File: src/rtl/core/owdq_pkg.sv
// Shared types, codes and command decoding for the overwriting ring deque.
package owdq_pkg;

	// Field widths that the interface fixes.
	localparam int CMD_W   = 3;
	localparam int STAT_W  = 2;
	localparam int FILL_W  = 2;
	localparam int CAP_W   = 4;
	localparam logic [CAP_W-1:0] CAP_RESET = 4'd15;

	// Command codes carried on the input tuser.
	typedef enum logic [CMD_W-1:0] {
		CMD_PUSH_BACK  = 3'd0,
		CMD_PUSH_FRONT = 3'd1,
		CMD_POP_FRONT  = 3'd2,
		CMD_POP_BACK   = 3'd3,
		CMD_PEEK_FRONT = 3'd4,
		CMD_PEEK_BACK  = 3'd5
	} cmd_t;

	// Result status codes.
	typedef enum logic [STAT_W-1:0] {
		ST_OK    = 2'd0,
		ST_OVER  = 2'd1,
		ST_UNDER = 2'd2
	} status_t;

	// Fill state reported after each command.
	typedef enum logic [FILL_W-1:0] {
		FILL_EMPTY    = 2'd0,
		FILL_NONEMPTY = 2'd1,
		FILL_FULL     = 2'd2
	} fill_t;

	// Classified command as the back end sees it. Unused codes decode to all zero.
	typedef struct packed {
		logic push;     // store the element
		logic read;     // read an element (pop or peek)
		logic take;     // remove the element that is read
		logic at_front; // operate on the front end rather than the back
	} op_t;

	// Back end sequencer states.
	typedef enum logic [1:0] {
		BK_EXEC   = 2'b01,
		BK_FINISH = 2'b10
	} bk_state_t;

	// Turn a raw command code into operation flags.
	function automatic op_t decode_cmd(input logic [CMD_W-1:0] code);
		op_t op;
		op = '0;
		unique case (code)
			CMD_PUSH_BACK:  op.push = 1'b1;
			CMD_PUSH_FRONT: begin
				op.push     = 1'b1;
				op.at_front = 1'b1;
			end
			CMD_POP_FRONT: begin
				op.read     = 1'b1;
				op.take     = 1'b1;
				op.at_front = 1'b1;
			end
			CMD_POP_BACK: begin
				op.read = 1'b1;
				op.take = 1'b1;
			end
			CMD_PEEK_FRONT: begin
				op.read     = 1'b1;
				op.at_front = 1'b1;
			end
			CMD_PEEK_BACK:  op.read = 1'b1;
			default:        op = '0;
		endcase
		return op;
	endfunction

endpackage

File: src/rtl/core/overwriting_ring_deque.sv
// Top level of the overwriting double-ended ring buffer.
// A command request (s_tuser = command, s_tdata = element) is classified by the front end and
// waits in a two-entry queue; the back end carries out one command at a time, reading the slot
// memory through a registered port, and each command gives one result request on the master
// side. A push into a full deque overwrites the entry at the opposite end and reports overflow;
// a pop or peek on an empty deque reports underflow. Writing the capacity (zero acts as one,
// values above MAX_CAPACITY clamp) empties the deque; the user must do it only while no command
// is in flight, as the block does not enforce this. No clearing pass is needed after reset.
module overwriting_ring_deque #(
	parameter int MAX_CAPACITY = 15,
	parameter int DATA_WIDTH   = 32
) (
	input  logic                              clk,
	input  logic                              arst_n,
	// Configuration: capacity register.
	input  logic                              cfg_wen,
	input  logic [owdq_pkg::CAP_W-1:0]        cfg_wdata,
	// Command requests.
	input  logic                              s_tvalid,
	output logic                              s_tready,
	input  logic [((DATA_WIDTH+7)/8)*8-1:0]   s_tdata,  // data_in
	input  logic [owdq_pkg::CMD_W-1:0]        s_tuser,  // cmd
	// Result requests.
	output logic                              m_tvalid,
	input  logic                              m_tready,
	output logic [((DATA_WIDTH+7)/8)*8-1:0]   m_tdata,  // data_out
	output logic [owdq_pkg::STAT_W+owdq_pkg::FILL_W-1:0] m_tuser // status, fill_state
);
	import owdq_pkg::*;

	localparam int TDW = ((DATA_WIDTH + 7) / 8) * 8;

	logic                  q_push, q_full, q_valid, q_pop;
	op_t                   push_op, head_op;
	logic [DATA_WIDTH-1:0] push_data, head_data, out_data;
	status_t               out_status;
	fill_t                 out_fill;

	// Front end: accept and classify.
	owdq_front #(.DATA_WIDTH(DATA_WIDTH)) u_front (
		.s_tvalid (s_tvalid),
		.s_tready (s_tready),
		.cmd      (s_tuser),
		.data_in  (s_tdata[DATA_WIDTH-1:0]),
		.q_full   (q_full),
		.q_push   (q_push),
		.q_op     (push_op),
		.q_data   (push_data)
	);

	// Decoupling queue.
	owdq_cmd_queue #(.DATA_WIDTH(DATA_WIDTH)) u_queue (
		.clk       (clk),
		.arst_n    (arst_n),
		.push      (q_push),
		.push_op   (push_op),
		.push_data (push_data),
		.full      (q_full),
		.valid     (q_valid),
		.pop       (q_pop),
		.head_op   (head_op),
		.head_data (head_data)
	);

	// Back end: execute and report.
	owdq_back #(
		.MAX_CAPACITY (MAX_CAPACITY),
		.DATA_WIDTH   (DATA_WIDTH)
	) u_back (
		.clk        (clk),
		.arst_n     (arst_n),
		.cfg_wen    (cfg_wen),
		.cfg_wdata  (cfg_wdata),
		.q_valid    (q_valid),
		.q_pop      (q_pop),
		.q_op       (head_op),
		.q_data     (head_data),
		.out_valid  (m_tvalid),
		.out_ready  (m_tready),
		.out_status (out_status),
		.out_data   (out_data),
		.out_fill   (out_fill)
	);

	// Pack the result fields.
	assign m_tdata = TDW'(out_data);
	assign m_tuser = {out_fill, out_status};

endmodule

File: src/rtl/core/owdq_front.sv
// Front end: accepts command requests and classifies them for the queue.
module owdq_front #(
	parameter int DATA_WIDTH = 32
) (
	input  logic                          s_tvalid,
	output logic                          s_tready,
	input  logic [owdq_pkg::CMD_W-1:0]    cmd,
	input  logic [DATA_WIDTH-1:0]         data_in,
	input  logic                          q_full,
	output logic                          q_push,
	output owdq_pkg::op_t                 q_op,
	output logic [DATA_WIDTH-1:0]         q_data
);
	import owdq_pkg::*;

	// Take a request whenever the queue has room.
	assign s_tready = !q_full;
	assign q_push   = s_tvalid && !q_full;

	// Classify the command; data is only kept for pushes.
	always_comb begin
		q_op   = decode_cmd(cmd);
		q_data = q_op.push ? data_in : '0;
	end

endmodule

File: src/rtl/core/owdq_cmd_queue.sv
// Two-entry queue of classified commands between the front and back ends.
module owdq_cmd_queue #(
	parameter int DATA_WIDTH = 32
) (
	input  logic                  clk,
	input  logic                  arst_n,
	input  logic                  push,
	input  owdq_pkg::op_t         push_op,
	input  logic [DATA_WIDTH-1:0] push_data,
	output logic                  full,
	output logic                  valid,
	input  logic                  pop,
	output owdq_pkg::op_t         head_op,
	output logic [DATA_WIDTH-1:0] head_data
);
	import owdq_pkg::*;

	op_t                   op_q   [2];
	logic [DATA_WIDTH-1:0] data_q [2];
	logic                  wr_ptr_q;
	logic                  rd_ptr_q;
	logic [1:0]            count_q;

	assign full      = (count_q == 2'd2);
	assign valid     = (count_q != 2'd0);
	assign head_op   = op_q[rd_ptr_q];
	assign head_data = data_q[rd_ptr_q];

	// Pointers and occupancy.
	always_ff @(posedge clk or negedge arst_n) begin
		if (!arst_n) begin
			wr_ptr_q <= 1'b0;
			rd_ptr_q <= 1'b0;
			count_q  <= 2'd0;
		end else begin
			if (push) wr_ptr_q <= !wr_ptr_q;
			if (pop) rd_ptr_q <= !rd_ptr_q;
			if (push && !pop) count_q <= count_q + 2'd1;
			else if (pop && !push) count_q <= count_q - 2'd1;
		end
	end

	// Entry storage.
	always_ff @(posedge clk) begin
		if (push) begin
			op_q[wr_ptr_q]   <= push_op;
			data_q[wr_ptr_q] <= push_data;
		end
	end

endmodule

File: src/rtl/core/owdq_back.sv
// Back end: ring indices, slot memory, capacity register and result register.
module owdq_back #(
	parameter int MAX_CAPACITY = 15,
	parameter int DATA_WIDTH   = 32
) (
	input  logic                        clk,
	input  logic                        arst_n,
	input  logic                        cfg_wen,
	input  logic [owdq_pkg::CAP_W-1:0]  cfg_wdata,
	input  logic                        q_valid,
	output logic                        q_pop,
	input  owdq_pkg::op_t               q_op,
	input  logic [DATA_WIDTH-1:0]       q_data,
	output logic                        out_valid,
	input  logic                        out_ready,
	output owdq_pkg::status_t           out_status,
	output logic [DATA_WIDTH-1:0]       out_data,
	output owdq_pkg::fill_t             out_fill
);
	import owdq_pkg::*;

	localparam int NSLOT = MAX_CAPACITY + 1;
	localparam int IW    = (NSLOT > 1) ? $clog2(NSLOT) : 1;
	localparam int CW    = (IW > CAP_W) ? IW : CAP_W;

	logic [DATA_WIDTH-1:0] mem [NSLOT];
	logic [DATA_WIDTH-1:0] rd_data_q;
	logic [IW-1:0]         head_q, tail_q;
	logic [CAP_W-1:0]      cap_q;
	bk_state_t             state_q;
	logic                  rd_sel_q;
	status_t               stat_q;
	fill_t                 fill_q;
	logic                  out_valid_q;
	status_t               out_stat_q;
	logic [DATA_WIDTH-1:0] out_data_q;
	fill_t                 out_fill_q;

	logic [CW-1:0] cap_w, eff_w;
	logic [IW-1:0] eff;
	logic [IW-1:0] nx_head, nx_tail, pv_head, pv_tail, nx_tail_n;
	logic [IW-1:0] head_n, tail_n, wr_addr, rd_addr;
	logic          go, empty, wr_en, rd_en;
	status_t       stat_n;
	fill_t         fill_n;

	// Index step forward and backward around a ring of eff+1 slots.
	function automatic logic [IW-1:0] idx_next(input logic [IW-1:0] i, input logic [IW-1:0] c);
		return (i >= c) ? '0 : i + 1'b1;
	endfunction

	function automatic logic [IW-1:0] idx_prev(input logic [IW-1:0] i, input logic [IW-1:0] c);
		return (i == '0 || i > c) ? c : i - 1'b1;
	endfunction

	// Effective capacity: zero acts as one, large values clamp to MAX_CAPACITY.
	always_comb begin
		cap_w = CW'(cap_q);
		priority if (cap_w == '0) eff_w = CW'(1);
		else if (cap_w > CW'(MAX_CAPACITY)) eff_w = CW'(MAX_CAPACITY);
		else eff_w = cap_w;
		eff = eff_w[IW-1:0];
	end

	// A command starts when the sequencer is in its execute state, one is queued and the result register will be free.
	assign go    = (state_q == BK_EXEC) && q_valid && (!out_valid_q || out_ready);
	assign q_pop = go;

	// Work out index updates, memory access and status for the queued command.
	always_comb begin
		empty     = (head_q == tail_q);
		nx_head   = idx_next(head_q, eff);
		nx_tail   = idx_next(tail_q, eff);
		pv_head   = idx_prev(head_q, eff);
		pv_tail   = idx_prev(tail_q, eff);
		head_n    = head_q;
		tail_n    = tail_q;
		stat_n    = ST_OK;
		wr_en     = 1'b0;
		rd_en     = 1'b0;
		wr_addr   = tail_q;
		rd_addr   = q_op.at_front ? head_q : pv_tail;
		priority if (q_op.push) begin
			wr_en = 1'b1;
			if (q_op.at_front) begin
				wr_addr = pv_head;
				head_n  = pv_head;
				if (pv_head == tail_q) begin
					tail_n = pv_tail;
					stat_n = ST_OVER;
				end
			end else begin
				tail_n = nx_tail;
				if (nx_tail == head_q) begin
					head_n = nx_head;
					stat_n = ST_OVER;
				end
			end
		end else if (q_op.read) begin
			if (empty) begin
				stat_n = ST_UNDER;
			end else begin
				rd_en = 1'b1;
				if (q_op.take) begin
					if (q_op.at_front) head_n = nx_head;
					else tail_n = pv_tail;
				end
			end
		end else begin
			stat_n = ST_OK;
		end
		// Fill state after the update.
		nx_tail_n = idx_next(tail_n, eff);
		priority if (nx_tail_n == head_n) fill_n = FILL_FULL;
		else if (head_n == tail_n) fill_n = FILL_EMPTY;
		else fill_n = FILL_NONEMPTY;
	end

	// Slot memory with a registered read port.
	always_ff @(posedge clk) begin
		if (go && wr_en) mem[wr_addr] <= q_data;
		if (go && rd_en) rd_data_q <= mem[rd_addr];
	end

	// Sequencer, indices and capacity register.
	always_ff @(posedge clk or negedge arst_n) begin
		if (!arst_n) begin
			state_q     <= BK_EXEC;
			head_q      <= '0;
			tail_q      <= '0;
			cap_q       <= CAP_RESET;
			out_valid_q <= 1'b0;
		end else begin
			if (cfg_wen) begin
				cap_q  <= cfg_wdata;
				head_q <= '0;
				tail_q <= '0;
			end else if (go) begin
				head_q <= head_n;
				tail_q <= tail_n;
			end
			if (out_valid_q && out_ready) out_valid_q <= 1'b0;
			unique case (state_q)
				BK_EXEC: begin
					if (go) state_q <= BK_FINISH;
				end
				BK_FINISH: begin
					out_valid_q <= 1'b1;
					state_q     <= BK_EXEC;
				end
				default: state_q <= BK_EXEC;
			endcase
		end
	end

	// Pending result fields and the result register.
	always_ff @(posedge clk) begin
		if (go) begin
			rd_sel_q <= rd_en;
			stat_q   <= stat_n;
			fill_q   <= fill_n;
		end
		if (state_q == BK_FINISH) begin
			out_stat_q <= stat_q;
			out_fill_q <= fill_q;
			out_data_q <= rd_sel_q ? rd_data_q : '0;
		end
	end

	assign out_valid  = out_valid_q;
	assign out_status = out_stat_q;
	assign out_data   = out_data_q;
	assign out_fill   = out_fill_q;

endmodule

File: config.mk
export PLATFORM = sky130hd
export DESIGN_NAME = overwriting_ring_deque
export DESIGN_NICKNAME = d
export VERILOG_FILES = /design/src/rtl/core/owdq_pkg.sv /design/src/rtl/core/overwriting_ring_deque.sv /design/src/rtl/core/owdq_front.sv /design/src/rtl/core/owdq_cmd_queue.sv /design/src/rtl/core/owdq_back.sv
export SDC_FILE = /design/constraint.sdc
export NUM_CORES = 1
export LEC_CHECK = 0
export ABC_AREA = 0
export BUFFER_PORTS_ARGS = -buffer_cell sky130_fd_sc_hd__buf_2
export CAP_MARGIN = 20
export CORE_MARGIN = 2
export CORE_UTILIZATION = 30
export CTS_BUF_LIST = sky130_fd_sc_hd__clkbuf_4 sky130_fd_sc_hd__clkbuf_8
export CTS_CLUSTER_DIAMETER = 150
export DETAILED_ROUTE_END_ITERATION = 8
export HOLD_SLACK_MARGIN = 0.05
export PLACE_DENSITY_LB_ADDON = 0.2
export SLEW_MARGIN = 10
export SYNTH_ARGS = -nofsm -noshare
export SYNTH_HDL_FRONTEND = slang
export SYNTH_SLANG_ARGS = --single-unit
File: constraint.sdc
create_clock -name clk -period 4.9 [get_ports clk]
set_clock_uncertainty 0.05 [all_clocks]
set_input_delay 0.49 -clock clk [delete_from_list [all_inputs] [get_ports clk]]
set_output_delay 0.49 -clock clk [all_outputs]
set_load 0.02 [all_outputs]
==> impl_results.md <==
* Outcome: completed
* # rows at 110
* Setup WS post-layout at 0.364 ns
* Via count at roughly 14,000
* Final min period at roughly 4.5 ns
* Critical path class: reg2reg
* Hold Path Class: in2reg
* Slew Viols, Final at 0
* Cell at the root of the clock tree: clkbuf_8
* Worst-path fanout max at 10
* Share of layout cells above drive strength 1 at 31.7%
* Die Ht at 305 µm
* Placed cells at ~2,700
* Ys Warns at 0
* Async S/R FF share, synth at 2.81%
* Final setup fails at 0
* RSZ-0062 raised after global routing: no
* Clock transition at path regs at approximately 0.060 ns
* WL/cell at 23.2 µm
* Slew @ Worst Pin at 0.878 ns
* Grt total ovfl at 0
* Most frequent cells after synthesis: edfxtp_1 (657), mux4_2 (128), nand2_1 (102)
* Die ar. at 0.0933 mm²
* Crit path DAT at a little under 5 ns
* Final worst-path cycle share at 92.6%
* Post-Syn Area at between 0.02 and 0.03 mm²
* Clock Latency Late Sink at approximately 0.71 ns
* Starting Density at a little under a third
* DRT antenna net count at 0
* Ranking of synthesized cells by area: edfxtp_1 (72%), mux4_2 (11%), and2_1 (2.3%)
* Count of final hold-check violations at 0
* Seq/Total Area, Yosys at 74.1%
* Syn nets at approximately 1,500
* CTS Buf Count at between 100 and 150
* Critical path startpoint category: register
* PD cells at ~710 mW/mm²
* Number of flops mapped to enable cells by yosys at 657
* Pre-antenna DRT Iters at 5
* Global-route wire length before repair at about 100 mm
* Cell area after layout at roughly 0.032 mm²
* Static Leak at roughly 11 nW
* Relative slew slack at roughly two fifths
* Setup TNS at 0 ns
* Nets@finish at 1,730
* CTS tree: done
* Fillers at roughly 8,500
* DRT iter0 DRCs at approximately 850
* Post-DP HPWL at 39.0 mm
* Post-Syn Area per Cell at approximately 19 µm²
* Fmax at ~220 MHz
* Peak supply drop at about 0.38 mV
* Worst slack, placed at about 0.12 ns
* Area growth, synth to finish at 18.7%
* Largest net degree at the start of global routing at 47
* Deepest clock path buffer count at 3
* Clk sinks at between 600 and 700
* Nature of the critical path endpoint: register
* DIE WIDTH at 305 µm
* Hold Path Depth at 2
* Non-filler cells, final at 2,935
* Final wirelength at 68.1 mm
* Area leader, netlist: edfxtp_1
* Total global-route track usage at between 10% and 20%
* Prevailing post-synth register cell: edfxtp_1
* Max Cap Viol at 0
* Required time worst endpoint at 5.33 ns
* Placer Congestion at approximately 0.83
* Core Region at between 0.09 and 0.1 mm²
* Post-synth cell types at 82
* Synthesized flop and latch total at around 680
* Most frequent cell after synthesis: edfxtp_1
* Ports at 82
* # port buffers at 81
* Path depth of the worst reg2reg path at 19
* Vias in the first global route at 15,100
* Synth Instances at 1,432
* Fin util at a little over a third
* Synth top area share at 72.4%
* DRC at 0
* Initial antenna violation count at 1
* CTS HTree Levels at 3
* Placed inst area at 0.0298 mm²
* Number of vias per cell at around 4.8
-- cell families (layout without fill, tap and decap cells) --
group                      count (synthesis)  in the layout  share of synthesized area (%)
AOI/OAI and AO/OA                        155            155                           4.43
xor gates and xnor gates                  30             30                           1.06
adders and majority gates                 20             20                          0.918
buffers and inverters                     89            414                           1.60
DFF                                      676            676                           74.1
muxes                                    173            173                           12.4
other                                      0              2                              0
and+or+nand+nor                          289            289                           5.45
-- final timing paths --
path / start / to / slack (ns)
min in group asynchronous: arst_n / u_back.tail_q[0] / 0.21
worst max register to register: u_back.cap_q[3] / u_back.fill_q[0] / 0.36
max in group asynchronous: arst_n / u_back.cap_q[2] / 4.23
worst min-delay path: s_tdata[20] / u_queue.data_q[0][20] / 0.13
worst max-delay path: u_back.cap_q[3] / u_back.fill_q[0] / 0.36
worst min register to register: u_back.stat_q[0] / u_back.out_status[0] / 0.35
-- layout make-up --
class / count / area, µm² / area share (%)
Sequential cell: 676 / 20200 / 62.5
Clock buffer: 157 / 1900 / 5.86
Inverter: 20 / 75.1 / 0.232
Tap cell: 1176 / 1470 / 4.55
Timing Repair Buffer: 189 / 1600 / 4.95
Multi-Input combinational cell: 667 / 6840 / 21.1
Antenna cell: 2 / 5.00 / 0.0155
Clock inverter: 48 / 265 / 0.820
-- what timing repair did --
item / CTS / global route
setup endpoints to repair: 0 / 2
gates resized for setup: 0 / 4
hold buffers: 36 / 0
endpoints found under the hold margin: 85 / 0
buffers inserted: 0 / 1
-- sequential cells by signal, indices dropped and copies added (netlist names), 4 cells and up --
name	count
u_back.cap_q	4
u_back.head_q	4
u_back.mem	512
u_back.out_data	32
u_back.rd_data_q	32
u_back.tail_q	4
u_queue.data_q	64
u_queue.op_q	8
-- critical path: stages (launching register included) --
cell and delay [ns]:
dfstp_2 0.56, nor3_1 0.06, nor2_1 0.12, inv_1 0.14
ha_1 0.30, nand4_1 0.20, o2bb2ai_4 0.34, mux2_4 0.35
a22oi_4 0.23, and2_1 0.28, o21ai_4 0.08, inv_1 0.06
ha_1 0.22, nand2b_1 0.14, a21o_1 0.17, a21o_1 0.17
a21o_1 0.21, a21o_1 0.17, xnor2_1 0.15, o31a_1 0.30
-- placed cells by master (no fill, tap or decap), types with 6 or more instances in the layout --
| cell | Yosys | final |
|---|---|---|
| edfxtp_1 | 657 | 657 |
| mux4_2 | 128 | 128 |
| clkbuf_8 | 0 | 115 |
| nand2_1 | 102 | 101 |
| and2_1 | 99 | 98 |
| buf_2 | 9 | 81 |
| buf_4 | 6 | 49 |
| clkbuf_4 | 0 | 42 |
| a31oi_1 | 36 | 36 |
| mux2_2 | 36 | 36 |
| dlygate4sd3_1 | 0 | 36 |
| a211oi_1 | 35 | 35 |
| clkinv_1 | 1 | 32 |
| nor2_1 | 41 | 23 |
| buf_12 | 0 | 22 |
| ha_1 | 20 | 20 |
| a21oi_1 | 21 | 19 |
| inv_1 | 18 | 18 |
| nor2_4 | 0 | 18 |
| xnor2_1 | 17 | 17 |
| dfrtp_1 | 14 | 13 |
| o21ai_0 | 11 | 11 |
| xor2_1 | 11 | 11 |
| clkinv_2 | 0 | 10 |
| nand3_1 | 7 | 7 |
| nand2b_1 | 6 | 6 |
| mux2i_1 | 7 | 6 |
| nor3_1 | 6 | 6 |
| nand4_1 | 6 | 6 |
| a21o_1 | 6 | 6 |
-- per-layer routing --
| layer | vias up | wire (µm) | track usage (%) |
|---|---|---|---|
| met2 | 301 | 32400 | 23.7 |
| li1 | 6255 | - | - |
| met5 | - | 0 | 0 |
| met1 | 7409 | 31500 | 20.3 |
| met4 | 0 | 1400 | 4.24 |
| met3 | 102 | 2770 | 2.59 |
-- report_power, final --
group / switching [W] / internal [W]
clock network: 0.00221 / 0.00256
registers: 0.000234 / 0.00787
logic: 0.00589 / 0.00418
total: 0.00833 / 0.0146
-- through the flow --
step           total power [W]  hold WS, ns
6_report                0.0229        0.128
5_1_grt                 0.0244        0.113
4_1_cts                 0.0233       0.0707
3_5_place_dp            0.0184        0.358
3_3_place_gp            0.0184        0.358
2_1_floorplan           0.0150        0.144
Note: power is estimated with default switching activity, not from simulation.
